===== src/hdl/tkk_pkg.sv =====
// ============================================================================
// tkk_pkg
// Shared widths, the slot entry type and defaults for the top-k score keeper.
// ============================================================================
package tkk_pkg;

    // Field widths of one item.
    localparam int OP_W    = 2;
    localparam int SIZE_W  = 5;
    localparam int KEY_W   = 32;
    localparam int LABEL_W = 32;
    localparam int SCORE_W = 24;

    // The tracked minimum carries one extra bit so that all ones means none.
    localparam int LOWEST_W = SCORE_W + 1;

    // Default number of slots in the table.
    localparam int SLOTS_DEFAULT = 16;

    // Operation codes of one item.
    typedef enum logic [OP_W-1:0] {
        OP_OPEN  = 2'd0,
        OP_OFFER = 2'd1,
        OP_READ  = 2'd2,
        OP_NOP   = 2'd3
    } tkk_op_t;

    // One slot of the table as it sits in the slot memory.
    typedef struct packed {
        logic [KEY_W-1:0]   key;
        logic [LABEL_W-1:0] label;
        logic [SCORE_W-1:0] score;
    } tkk_entry_t;

endpackage


===== src/hdl/top_k_score_keeper_core.sv =====
// ============================================================================
// top_k_score_keeper_core
// Keeps the best-scoring candidates in a slot memory; offers, rescans, sorts
// and ranked reads are run by one sequencer over the memory's single ports.
// ============================================================================
// Open, no-op and ignored items and an offer into a free slot finish in S_EXEC;
// an offer replacing the minimum rescans all slots, reading one slot a cycle; a read
// of an unsorted table sorts the filled region when it holds more than one entry,
// then rescans for the minimum, set by the single read port; a sorted read fetches directly.
// The next item is accepted at the edge that takes done; results are never held off.
// Reset clears control state only; no clearing pass, stale slots are never read.
module top_k_score_keeper_core #(
    parameter int SLOTS = tkk_pkg::SLOTS_DEFAULT
) (
    input  logic                        clk,
    input  logic                        rst_n,
    input  logic                        start,
    output logic                        busy,
    input  logic [tkk_pkg::OP_W-1:0]    op,
    input  logic [tkk_pkg::SIZE_W-1:0]  table_size,
    input  logic [tkk_pkg::KEY_W-1:0]   key,
    input  logic [tkk_pkg::LABEL_W-1:0] label,
    input  logic [tkk_pkg::SCORE_W-1:0] score,
    input  logic [tkk_pkg::SIZE_W-1:0]  rank,
    output logic                        done,
    output logic                        found,
    output logic [tkk_pkg::KEY_W-1:0]   out_key,
    output logic [tkk_pkg::LABEL_W-1:0] out_label,
    output logic [tkk_pkg::SCORE_W-1:0] out_score
);

    localparam int AW = (SLOTS > 1) ? $clog2(SLOTS) : 1;
    localparam int SW = $clog2(SLOTS + 1);
    localparam int LW = tkk_pkg::LOWEST_W;

    typedef enum logic [6:0] {
        S_IDLE       = 7'b0000001,
        S_EXEC       = 7'b0000010,
        S_SCAN       = 7'b0000100,
        S_SORT_GRAB  = 7'b0001000,
        S_SORT_CMP   = 7'b0010000,
        S_SORT_STORE = 7'b0100000,
        S_READOUT    = 7'b1000000
    } tkk_state_t;

    tkk_state_t state_reg, state_next;

    // Latched item.
    logic [tkk_pkg::OP_W-1:0]    cmd_op_reg;
    logic [tkk_pkg::SIZE_W-1:0]  cmd_size_reg;
    logic [tkk_pkg::SIZE_W-1:0]  cmd_rank_reg;
    tkk_pkg::tkk_entry_t         cmd_entry_reg;

    // Table state.
    logic [SW-1:0] size_reg, size_next;
    logic [SW-1:0] empty_reg, empty_next;
    logic [LW-1:0] lowest_score_reg, lowest_score_next;
    logic [AW-1:0] lowest_slot_reg, lowest_slot_next;
    logic          sorted_reg, sorted_next;

    // Scan and sort sequencing.
    logic [SW-1:0] idx_reg, idx_next;
    logic          pend_reg, pend_next;
    logic [SW-1:0] pidx_reg, pidx_next;
    logic [LW-1:0] run_score_reg, run_score_next;
    logic [AW-1:0] run_slot_reg, run_slot_next;
    logic          scan_rd_reg, scan_rd_next;
    logic [SW-1:0] i_reg, i_next;
    logic [SW-1:0] j_reg, j_next;
    tkk_pkg::tkk_entry_t cur_reg, cur_next;

    // Result register.
    logic                        done_reg, done_next;
    logic                        found_reg, found_next;
    tkk_pkg::tkk_entry_t         res_reg, res_next;

    // Memory ports.
    logic                ram_we;
    logic [AW-1:0]       ram_waddr;
    tkk_pkg::tkk_entry_t ram_wdata;
    logic [AW-1:0]       ram_raddr;
    tkk_pkg::tkk_entry_t ram_rdata;

    logic [SW-1:0] filled;
    logic [AW-1:0] fetch_addr;
    logic          read_ok;

    assign busy      = (state_reg != S_IDLE);
    assign done      = done_reg;
    assign found     = found_reg;
    assign out_key   = res_reg.key;
    assign out_label = res_reg.label;
    assign out_score = res_reg.score;

    // Filled region is slots empty .. size-1.
    assign filled     = size_reg - empty_reg;
    assign fetch_addr = AW'(32'(empty_reg) + 32'(cmd_rank_reg) - 32'd1);
    assign read_ok    = (size_reg != '0) && (cmd_rank_reg != '0)
                        && (32'(cmd_rank_reg) <= 32'(filled));

    tkk_slot_ram #(
        .DEPTH (SLOTS)
    ) u_slot_ram (
        .clk   (clk),
        .we    (ram_we),
        .waddr (ram_waddr),
        .wdata (ram_wdata),
        .raddr (ram_raddr),
        .rdata (ram_rdata)
    );

    // Item latch.
    always_ff @(posedge clk)
    begin
        if (start && !busy)
        begin
            cmd_op_reg          <= op;
            cmd_size_reg        <= table_size;
            cmd_rank_reg        <= rank;
            cmd_entry_reg.key   <= key;
            cmd_entry_reg.label <= label;
            cmd_entry_reg.score <= score;
        end
    end

    // Sequencer.
    always_comb
    begin
        logic [LW-1:0]       rs;
        logic [AW-1:0]       rsl;
        tkk_pkg::tkk_entry_t c;

        rs  = run_score_reg;
        rsl = run_slot_reg;
        c   = cur_reg;

        state_next        = state_reg;
        size_next         = size_reg;
        empty_next        = empty_reg;
        lowest_score_next = lowest_score_reg;
        lowest_slot_next  = lowest_slot_reg;
        sorted_next       = sorted_reg;
        idx_next          = idx_reg;
        pend_next         = pend_reg;
        pidx_next         = pidx_reg;
        run_score_next    = run_score_reg;
        run_slot_next     = run_slot_reg;
        scan_rd_next      = scan_rd_reg;
        i_next            = i_reg;
        j_next            = j_reg;
        cur_next          = cur_reg;
        done_next         = 1'b0;
        found_next        = 1'b0;
        res_next          = res_reg;
        ram_we            = 1'b0;
        ram_waddr         = '0;
        ram_wdata         = cmd_entry_reg;
        ram_raddr         = '0;

        case (state_reg)
            S_IDLE:
            begin
                if (start)
                begin
                    state_next = S_EXEC;
                end
            end

            S_EXEC:
            begin
                // Most paths finish here with an all-zero result.
                state_next = S_IDLE;
                done_next  = 1'b1;
                found_next = 1'b0;
                res_next   = '0;
                case (cmd_op_reg)
                    tkk_pkg::OP_OPEN:
                    begin
                        if (cmd_size_reg != '0)
                        begin
                            if (32'(cmd_size_reg) > 32'(SLOTS))
                            begin
                                size_next = SW'(SLOTS);
                            end
                            else
                            begin
                                size_next = SW'(cmd_size_reg);
                            end
                            empty_next        = size_next;
                            lowest_score_next = '1;
                            lowest_slot_next  = '0;
                            sorted_next       = 1'b0;
                        end
                    end

                    tkk_pkg::OP_OFFER:
                    begin
                        if (size_reg != '0)
                        begin
                            sorted_next = 1'b0;
                            if (empty_reg != '0)
                            begin
                                // Fill the next free slot from the top down.
                                empty_next = empty_reg - SW'(1);
                                ram_we     = 1'b1;
                                ram_waddr  = AW'(empty_next);
                                if ({1'b0, cmd_entry_reg.score} < lowest_score_reg)
                                begin
                                    lowest_score_next = {1'b0, cmd_entry_reg.score};
                                    lowest_slot_next  = AW'(empty_next);
                                end
                            end
                            else if ({1'b0, cmd_entry_reg.score} > lowest_score_reg)
                            begin
                                // Replace the minimum, then rescan all slots.
                                ram_we         = 1'b1;
                                ram_waddr      = lowest_slot_reg;
                                idx_next       = '0;
                                pend_next      = 1'b0;
                                run_score_next = {1'b0, cmd_entry_reg.score};
                                run_slot_next  = lowest_slot_reg;
                                scan_rd_next   = 1'b0;
                                done_next      = 1'b0;
                                state_next     = S_SCAN;
                            end
                        end
                    end

                    tkk_pkg::OP_READ:
                    begin
                        if (read_ok)
                        begin
                            done_next = 1'b0;
                            if (sorted_reg)
                            begin
                                ram_raddr  = fetch_addr;
                                state_next = S_READOUT;
                            end
                            else
                            begin
                                sorted_next = (empty_reg == '0);
                                if (filled > SW'(1))
                                begin
                                    i_next     = SW'(1);
                                    ram_raddr  = AW'(empty_reg + SW'(1));
                                    state_next = S_SORT_GRAB;
                                end
                                else
                                begin
                                    idx_next       = empty_reg;
                                    pend_next      = 1'b0;
                                    run_score_next = '1;
                                    run_slot_next  = AW'(empty_reg);
                                    scan_rd_next   = 1'b1;
                                    state_next     = S_SCAN;
                                end
                            end
                        end
                    end

                    default:
                    begin
                        state_next = S_IDLE;
                    end
                endcase
            end

            S_SCAN:
            begin
                // Running minimum over the data read back in the last cycle.
                if (pend_reg && ({1'b0, ram_rdata.score} < rs))
                begin
                    rs  = {1'b0, ram_rdata.score};
                    rsl = AW'(pidx_reg);
                end
                run_score_next = rs;
                run_slot_next  = rsl;
                if (idx_reg < size_reg)
                begin
                    ram_raddr = AW'(idx_reg);
                    pidx_next = idx_reg;
                    idx_next  = idx_reg + SW'(1);
                    pend_next = 1'b1;
                end
                else
                begin
                    pend_next = 1'b0;
                end
                if ((idx_reg == size_reg) && pend_reg)
                begin
                    lowest_slot_next = rsl;
                    if (scan_rd_reg)
                    begin
                        ram_raddr  = fetch_addr;
                        state_next = S_READOUT;
                    end
                    else
                    begin
                        lowest_score_next = rs;
                        done_next         = 1'b1;
                        found_next        = 1'b0;
                        res_next          = '0;
                        state_next        = S_IDLE;
                    end
                end
            end

            S_SORT_GRAB:
            begin
                // Hold slot i and start comparing it with the slots before it.
                cur_next   = ram_rdata;
                ram_raddr  = AW'(empty_reg);
                pidx_next  = '0;
                j_next     = SW'(1);
                pend_next  = 1'b1;
                state_next = S_SORT_CMP;
            end

            S_SORT_CMP:
            begin
                // A higher held entry swaps into slot j and carries slot j on.
                if (pend_reg && (cur_reg.score > ram_rdata.score))
                begin
                    ram_we    = 1'b1;
                    ram_waddr = AW'(empty_reg + pidx_reg);
                    ram_wdata = cur_reg;
                    c         = ram_rdata;
                end
                cur_next = c;
                if (j_reg < i_reg)
                begin
                    ram_raddr = AW'(empty_reg + j_reg);
                    pidx_next = j_reg;
                    j_next    = j_reg + SW'(1);
                    pend_next = 1'b1;
                end
                else
                begin
                    pend_next  = 1'b0;
                    state_next = S_SORT_STORE;
                end
            end

            S_SORT_STORE:
            begin
                // Held entry lands in slot i; go on to the next i or find the minimum.
                ram_we    = 1'b1;
                ram_waddr = AW'(empty_reg + i_reg);
                ram_wdata = cur_reg;
                if (SW'(i_reg + SW'(1)) < filled)
                begin
                    i_next     = i_reg + SW'(1);
                    ram_raddr  = AW'(empty_reg + i_next);
                    state_next = S_SORT_GRAB;
                end
                else
                begin
                    idx_next       = empty_reg;
                    pend_next      = 1'b0;
                    run_score_next = '1;
                    run_slot_next  = AW'(empty_reg);
                    scan_rd_next   = 1'b1;
                    state_next     = S_SCAN;
                end
            end

            S_READOUT:
            begin
                done_next  = 1'b1;
                found_next = 1'b1;
                res_next   = ram_rdata;
                state_next = S_IDLE;
            end

            default:
            begin
                state_next = S_IDLE;
            end
        endcase
    end

    // Control registers.
    always_ff @(posedge clk or negedge rst_n)
    begin
        if (!rst_n)
        begin
            state_reg        <= S_IDLE;
            size_reg         <= '0;
            empty_reg        <= '0;
            lowest_score_reg <= '1;
            lowest_slot_reg  <= '0;
            sorted_reg       <= 1'b0;
            pend_reg         <= 1'b0;
            scan_rd_reg      <= 1'b0;
            done_reg         <= 1'b0;
            found_reg        <= 1'b0;
        end
        else
        begin
            state_reg        <= state_next;
            size_reg         <= size_next;
            empty_reg        <= empty_next;
            lowest_score_reg <= lowest_score_next;
            lowest_slot_reg  <= lowest_slot_next;
            sorted_reg       <= sorted_next;
            pend_reg         <= pend_next;
            scan_rd_reg      <= scan_rd_next;
            done_reg         <= done_next;
            found_reg        <= found_next;
        end
    end

    // Sequencing and result payload.
    always_ff @(posedge clk)
    begin
        idx_reg       <= idx_next;
        pidx_reg      <= pidx_next;
        run_score_reg <= run_score_next;
        run_slot_reg  <= run_slot_next;
        i_reg         <= i_next;
        j_reg         <= j_next;
        cur_reg       <= cur_next;
        res_reg       <= res_next;
    end

    // A result strobe only comes once the sequencer is back at rest.
    a_done_idle: assert property (@(posedge clk) disable iff (!rst_n)
        done |-> !busy)
        else $error("result strobe while busy");

    // An accepted item always makes the block busy in the next cycle.
    a_accept_busy: assert property (@(posedge clk) disable iff (!rst_n)
        (start && !busy) |=> busy)
        else $error("accepted item did not start work");

    // A table marked sorted has every used slot filled.
    a_sorted_full: assert property (@(posedge clk) disable iff (!rst_n)
        sorted_reg |-> (empty_reg == '0))
        else $error("sorted flag set on a partly filled table");

    // The minimum pointer stays inside the open table.
    a_lowest_in_table: assert property (@(posedge clk) disable iff (!rst_n)
        (size_reg != '0) |-> (32'(lowest_slot_reg) < 32'(size_reg)))
        else $error("minimum slot outside the table");

    // Only a read returns a found entry, and only with its strobe.
    a_found_strobe: assert property (@(posedge clk) disable iff (!rst_n)
        found |-> done)
        else $error("found without a result strobe");

endmodule


===== src/hdl/tkk_slot_ram.sv =====
// ============================================================================
// tkk_slot_ram
// Slot memory: one write port and one read port, read data registered.
// ============================================================================
module tkk_slot_ram #(
    parameter int DEPTH = tkk_pkg::SLOTS_DEFAULT,
    localparam int AW = (DEPTH > 1) ? $clog2(DEPTH) : 1
) (
    input  logic               clk,
    input  logic               we,
    input  logic [AW-1:0]      waddr,
    input  tkk_pkg::tkk_entry_t wdata,
    input  logic [AW-1:0]      raddr,
    output tkk_pkg::tkk_entry_t rdata
);

    tkk_pkg::tkk_entry_t mem [DEPTH];

    // Write port.
    always_ff @(posedge clk)
    begin
        if (we)
        begin
            mem[waddr] <= wdata;
        end
    end

    // Read port, registered.
    always_ff @(posedge clk)
    begin
        rdata <= mem[raddr];
    end

endmodule


===== config.mk =====
export PLATFORM = sky130hd
export DESIGN_NAME = top_k_score_keeper_core
export DESIGN_NICKNAME = d
export VERILOG_FILES = /design/src/hdl/tkk_pkg.sv /design/src/hdl/top_k_score_keeper_core.sv /design/src/hdl/tkk_slot_ram.sv
export SDC_FILE = /design/constraint.sdc
export NUM_CORES = 2
export LEC_CHECK = 0
export BUFFER_PORTS_ARGS = -buffer_cell sky130_fd_sc_hd__buf_2
export CAP_MARGIN = 30
export CORE_MARGIN = 3
export CORE_UTILIZATION = 25
export DETAILED_ROUTE_END_ITERATION = 8
export GPL_ROUTABILITY_DRIVEN = 0
export GPL_TIMING_DRIVEN = 0
export PLACE_DENSITY = 0.46
export SETUP_SLACK_MARGIN = 0.02
export SLEW_MARGIN = 40
export SYNTH_ARGS = -nofsm -noshare
export SYNTH_HDL_FRONTEND = slang
export SYNTH_SLANG_ARGS = --single-unit

===== constraint.sdc =====
create_clock -name clk -period 19.2 [get_ports clk]
set_input_delay 0 -clock clk [delete_from_list [all_inputs] [get_ports clk]]
set_output_delay 0 -clock clk [all_outputs]
set_load 0.05 [all_outputs]

* Word-level counts from Yosys, hierarchy flattened
Memory sizes are Yosys's and may differ from the RTL's. A register that Yosys moved wholly into a read port is not among the register bits.
Cells that the tools add are included.
** Storage, ports and cells
- Bits in registers :: 375
- Memory bits (writable) :: 1408
- Input bits :: 103
- Output and inout bits :: 91
- Memories kept :: 1
** Memory list
- u_slot_ram.mem :: words 16, bits a word 88, read ports 1, clocked after Yosys merged registers in 1, write ports 1, RTL line tkk_slot_ram.sv:17 : tkk_pkg::tkk_entry_t mem [DEPTH];
** Operators by class
- Add/sub/neg operators :: 12
- $lt $le $gt $ge :: 10
- Equality and inequality tests :: 39
- Multiplexer cells :: 136
- Reductions and logical operators :: 37
** Operator list (count)
- 88-bit 2-to-1 mux :: 4
- 88-bit case mux with 2 select lines :: 2
- 25-bit 2-to-1 mux :: 14
- 88-bit case mux with 3 select lines :: 1
- 25-bit case mux with 2 select lines :: 3
- 4-bit 2-to-1 mux :: 31
- 5-bit 2-to-1 mux :: 18
- 25-bit case mux with 3 select lines :: 1
- 24-bit by 25-bit < comparator with 1-bit output :: 2
- 7-bit 2-to-1 mux :: 6
- 7-bit case mux with 6 select lines :: 1
- 5-bit case mux with 2 select lines :: 4
- 4-bit case mux with 3 select lines :: 3
- 2-bit != test, second input constant :: 17
- 1-bit 2-to-1 mux :: 31
- 3-bit != test, second input constant :: 9
- 9-bit AND reduction :: 3
- 24-bit by 25-bit greater-than comparator with 1-bit output :: 1
- 5-bit nonzero test :: 5
- 24-bit greater-than comparator :: 1
- 4-bit case mux with 2 select lines :: 3
- 4-bit adder :: 5
- 4-bit case mux with 5 select lines :: 1
- 5-bit by 1-bit adder with 5-bit output, second input constant :: 3
- other kinds (40) :: 65

* Longest topological paths before layout
- Depth after elaboration :: 8
- Mapped depth :: 18
- Depth with buffers taken out :: 15

* Modules after synthesis
A second synthesis with hierarchy kept.
** Unflattened totals
- Cells, all modules :: 3685
- Area total of the unflattened synthesis :: 72734.8 µm²
** Modules (own cells, without submodules)
- tkk_slot_ram :: instances 1, cells an instance 2256, area each 54360.9 µm²
- top_k_score_keeper_core :: instances 1, cells an instance 1429, area each 18373.9 µm²

* Least setup slack after synthesis
Ideal clock, no wire load.
- Path type :: reg2reg
- Start point :: register lowest_score_reg[14]
- End point :: memory u_slot_ram.mem[12][0] (netlist name), enable pin
- Library setup time :: 0.783 ns
- Arrival time :: 11.618 ns
- Required time :: 18.417 ns
- Slack :: 6.799 ns
- Cell stages (with the launch flop) :: 13
- Buffers on the path :: 1
- Period minus slack after synthesis :: 12.401 ns
- Cells stage by stage :: dfstp_2 > inv_1 > ha_1 > nand4_1 > nor3_1 > o21ai_0 > a21oi_1 > o21ai_0 > a22o_1 > nor4b_1 > a211o_1 > clkbuf_1 > nor4b_1
** On the way
- Longest elaborated chain between the ends :: 8
- Elaborated cells between the ends (all ways) :: 13
** RTL lines
- start, declared :: RTL line top_k_score_keeper_core.sv:57 : logic [LW-1:0] lowest_score_reg, lowest_score_next;
- start signal, assigned :: RTL line top_k_score_keeper_core.sv:403 : lowest_score_reg <= lowest_score_next;
- 24-bit by 25-bit greater-than comparator with 1-bit output * :: RTL line top_k_score_keeper_core.sv:213 : else if ({1'b0, cmd_entry_reg.score} > lowest_score_reg)
- 1-bit 2-to-1 mux :: RTL line top_k_score_keeper_core.sv:213
- 1-bit 2-to-1 mux :: RTL line top_k_score_keeper_core.sv:201 : if (empty_reg != '0)
- 1-bit 2-to-1 mux :: RTL line top_k_score_keeper_core.sv:198 : if (size_reg != '0)
- 1-bit 2-to-1 mux :: RTL line top_k_score_keeper_core.sv:176 : case (cmd_op_reg)
- 1-bit case mux with 3 select lines :: RTL line top_k_score_keeper_core.sv:160 : case (state_reg)
- 1-bit 2-to-1 mux :: RTL line tkk_slot_ram.sv:22 : if (we)
- 1-bit 2-to-1 mux (implied by the code) :: RTL line tkk_slot_ram.sv:24 : mem[waddr] <= wdata;
- end, declared :: RTL line tkk_slot_ram.sv:17
Mark *: on every way between the ends. The rest lies on a longest branch, timed or not.

* Worst setup path in the final report
- Start point :: register u_slot_ram.rdata[17] (netlist name)
- End point :: memory u_slot_ram.mem[15][41] (netlist name), enable pin
** On the way
- Longest elaborated chain between the ends :: 6
- Elaborated cells between the ends (all ways) :: 8
** RTL lines
- 24-bit greater-than comparator * :: RTL line top_k_score_keeper_core.sv:322 : if (pend_reg && (cur_reg.score > ram_rdata.score))
- 1-bit logical AND * :: RTL line top_k_score_keeper_core.sv:322
- 1-bit 2-to-1 mux :: RTL line top_k_score_keeper_core.sv:322
- 1-bit case mux with 3 select lines :: RTL line top_k_score_keeper_core.sv:160
- 1-bit 2-to-1 mux :: RTL line tkk_slot_ram.sv:22
- 1-bit 2-to-1 mux (implied by the code) :: RTL line tkk_slot_ram.sv:24
Marked as above.

==> impl_metrics.json <==
{
  "syn_nets": 4609,
  "dieWidth_um": 551,
  "cts_tree": "done",
  "yosysUniqueCellTypes": 89,
  "grt_overflow": 0,
  "via_count": 43000,
  "rsz0062_at_grt": "no",
  "cp_common_cell": "buf_2",
  "routed_via_density": 4.53,
  "postLayoutSetupSlackWorst_ns": 12.18,
  "yosysTopAreaCell": "edfxtp_1",
  "maxSlewHeadroom_pct": 39.3,
  "dp_hpwl_um": 163000,
  "grt_pass1_wl_um": 325000,
  "largest_reg_flops": 1408,
  "slew_viol_final": 0,
  "hold_path_class": "primary input to register",
  "finalCriticalPeriod_ns": 7.02,
  "synth_area_leaders": "edfxtp_1 70%, mux2i_1 8.5%, dfxtp_1 2.4%, ha_1 1.9%, mux2_2 1.5%",
  "routed.top_layer": "met5",
  "cts_made_buffers": 205,
  "critPathMaxStageDelay_ns": 0.70,
  "final_common_cell": "edfxtp_1",
  "drcViolationCount": 0,
  "start_kind": "register",
  "grt_max_degree": 34,
  "antenna_found_initial": 12,
  "fin_area_sq_um": 91900,
  "ys_ff_latch": 1871,
  "layout-drive-gt1-share_pct": 22.2,
  "wl_met3_um": 11800,
  "yosys.area.top_type_share_pct": 70.0,
  "ff_latch_area_sq_um": 55100,
  "pin_count": 194,
  "fin_tns_setup_ns": 0,
  "critical_path.endpoint_type": "register",
  "multiInputGateArea_sq_um": 17700,
  "die_h_um": 551,
  "path_cells": "inv_1, ha_1, nand4_1, or3_1, nor4_1, o31ai_1, o2111ai_1, and2_1, clkbuf_1, a211o_1, clkbuf_1, nor4b_2, buf_2, buf_2, buf_2, buf_4, buf_2, buf_2, buf_2, buf_2, buf_2",
  "root_buffer": "clkbuf_16",
  "async_flop_share_pct": 2.73,
  "wire_per_inst_um": 24.4,
  "power.density_nw_per_um2": 112,
  "final.fill_count": 29000,
  "avgSynthCellArea_sq_um": 16.9,
  "wirelength_met1_um": 103000,
  "rows": 199,
  "top_register": "u_slot_ram.mem",
  "wl_met2_um": 111000,
  "drtPass1Iterations": 5,
  "drt_iter0_drc": 3626,
  "area_growth_syn_to_layout_pct": 23.7,
  "cp.arrival_ns": 7.54,
  "max_freq_ghz": 0.143,
  "path_class": "register to register",
  "required_ns": 19.73,
  "grt_use_total_pct": 14.8,
  "syn_area_sq_um": 74300,
  "worst_pin_slew_ns": 0.910,
  "wl_um": 232000,
  "synth_warnings": 0,
  "cp_slowest_cell": "nor4_1",
  "outcome": "complete, no violations",
  "seq_area_frac_synth_pct": 74.1,
  "ctsHtreeMaxLevel": 4,
  "cts_num_sinks": 1871,
  "min_period_over_period_pct": 36.5,
  "synth-edff-count": 1732,
  "dieArea_sq_um": 304000,
  "place_ws_ns": 12.05,
  "port_buffers": 193,
  "clk_path_buf_depth": 4,
  "layout.nets": 5626,
  "crit_path_max_fanout": 10,
  "clkSlewWorstSetupHoldPaths_ns": 0.06,
  "placed_cell_area_sq_um": 83200,
  "start_util_pct": 25.2,
  "finalHoldViolations": 0,
  "ir_worst_vdd_v": 0.0000681,
  "p_leak_nw": 36.4,
  "ys.flop_type": "edfxtp_1",
  "hold_slack_ns": 0.0214,
  "cap_viol_max_count": 0,
  "coreArea_sq_um": 295000,
  "clock_skew_ns": 0.0455,
  "final_cell_mix": "1732 x edfxtp_1, 630 x mux2i_1, 590 x buf_2",
  "final_antenna_net_count": 0,
  "syn_inst": 4386,
  "setup-violations-final": 0,
  "insertion_delay_ns": 0.85,
  "first_global_vias": 43600
}
## cell type report
type | count | area share (%)
Inverter | 116 | 0.474
Multi-Input combinational cell | 2169 | 19.3
Clock buffer | 264 | 6.07
Clock inverter | 108 | 1.19
Timing Repair Buffer | 810 | 6.32
Tap cell | 3919 | 5.34
Sequential cell | 1871 | 59.9
Antenna cell | 4 | 0.0109
Buffer | 230 | 1.36
## logic make-up (layout without fill, tap and decap cells)
group	Yosys count	after routing	synth area share [%]
AND/OR/NAND/NOR	581	581	3.86
other	0	4	0
buffers and inverters	346	1528	2.21
flip-flops	1871	1871	74.1
adder cells (fa/ha/maj)	120	120	2.08
multiplexers	733	733	10.0
XOR/XNOR	29	29	0.342
AO/OA/AOI/OAI	706	706	7.33
## final timing paths
| check | startpoint | end | slack (ns) | depth (start not counted) |
|---|---|---|---|---|
| setup / recovery | u_slot_ram.rdata[17]$_DFF_P_ | u_slot_ram.mem[15][41]$_DFFE_PP_ | 12.18 | 21 |
| hold / removal | score[0] | cmd_entry_reg[0]$_DFFE_PP_ | 0.02 | 2 |
| setup reg to reg | u_slot_ram.rdata[17]$_DFF_P_ | u_slot_ram.mem[15][41]$_DFFE_PP_ | 12.18 | 21 |
| hold reg to reg | u_slot_ram.rdata[62]$_DFF_P_ | cur_reg[62]$_DFFE_PP_ | 0.41 | 0 |
| max in group asynchronous | rst_n | lowest_score_reg[11]$_DFFE_PN1P_ | 18.49 | 5 |
| min in group asynchronous | rst_n | done$_DFF_PN0_ | 0.18 | 4 |
## routing by layer
layer / vias up / track usage (%)
met5: - / 0
met3: 314 / 2.32
met1: 22100 / 20.0
met4: 2 / 4.06
met2: 1147 / 24.6
li1: 19400 / -
## synthesized netlist by cell type, types with 41 or more instances
| cell | n |
|---|---|
| a21oi_1 | 89 |
| a22oi_1 | 85 |
| a32oi_1 | 87 |
| and2_1 | 95 |
| buf_2 | 46 |
| buf_4 | 61 |
| clkbuf_1 | 105 |
| dfxtp_1 | 88 |
| edfxtp_1 | 1732 |
| ha_1 | 114 |
| inv_1 | 115 |
| mux2_2 | 99 |
| mux2i_1 | 630 |
| nand2_1 | 243 |
| nor2_1 | 79 |
| o211a_1 | 84 |
| o21ai_0 | 41 |
| o221ai_1 | 87 |
| o22ai_1 | 87 |
## per-stage QoR
stage	cells	util, %	power, mW
floorplan	4386	-	5.84
global placement	8498	27.2	6.35
detailed placement	8914	28.2	6.39
CTS	9486	31.2	10.4
global route	9490	31.2	10.7
finish	9491	31.2	10.3
## worst max-delay path, delay by kind of cell (launching register included)
kind | cells | cell delay [ns]
buf+inv | 12 | 2.74
flops | 1 | 0.68
compound gates | 3 | 0.85
simple gates | 5 | 2.04
fa+ha+maj | 1 | 0.36
## timing repair
action	4_1_cts	5_1_grt
endpoints found under the setup margin	0	0
hold endpoints to repair	223	0
hold buffers	200	0
setup buffers	0	0
gates resized for setup	0	0
## power by group
| group | switching, mW | internal (mW) |
|---|---|---|
| logic | 0.915 | 0.457 |
| registers | 0.145 | 4.81 |
| clock network | 1.63 | 2.31 |
Note: power is estimated with default switching activity, not from simulation.
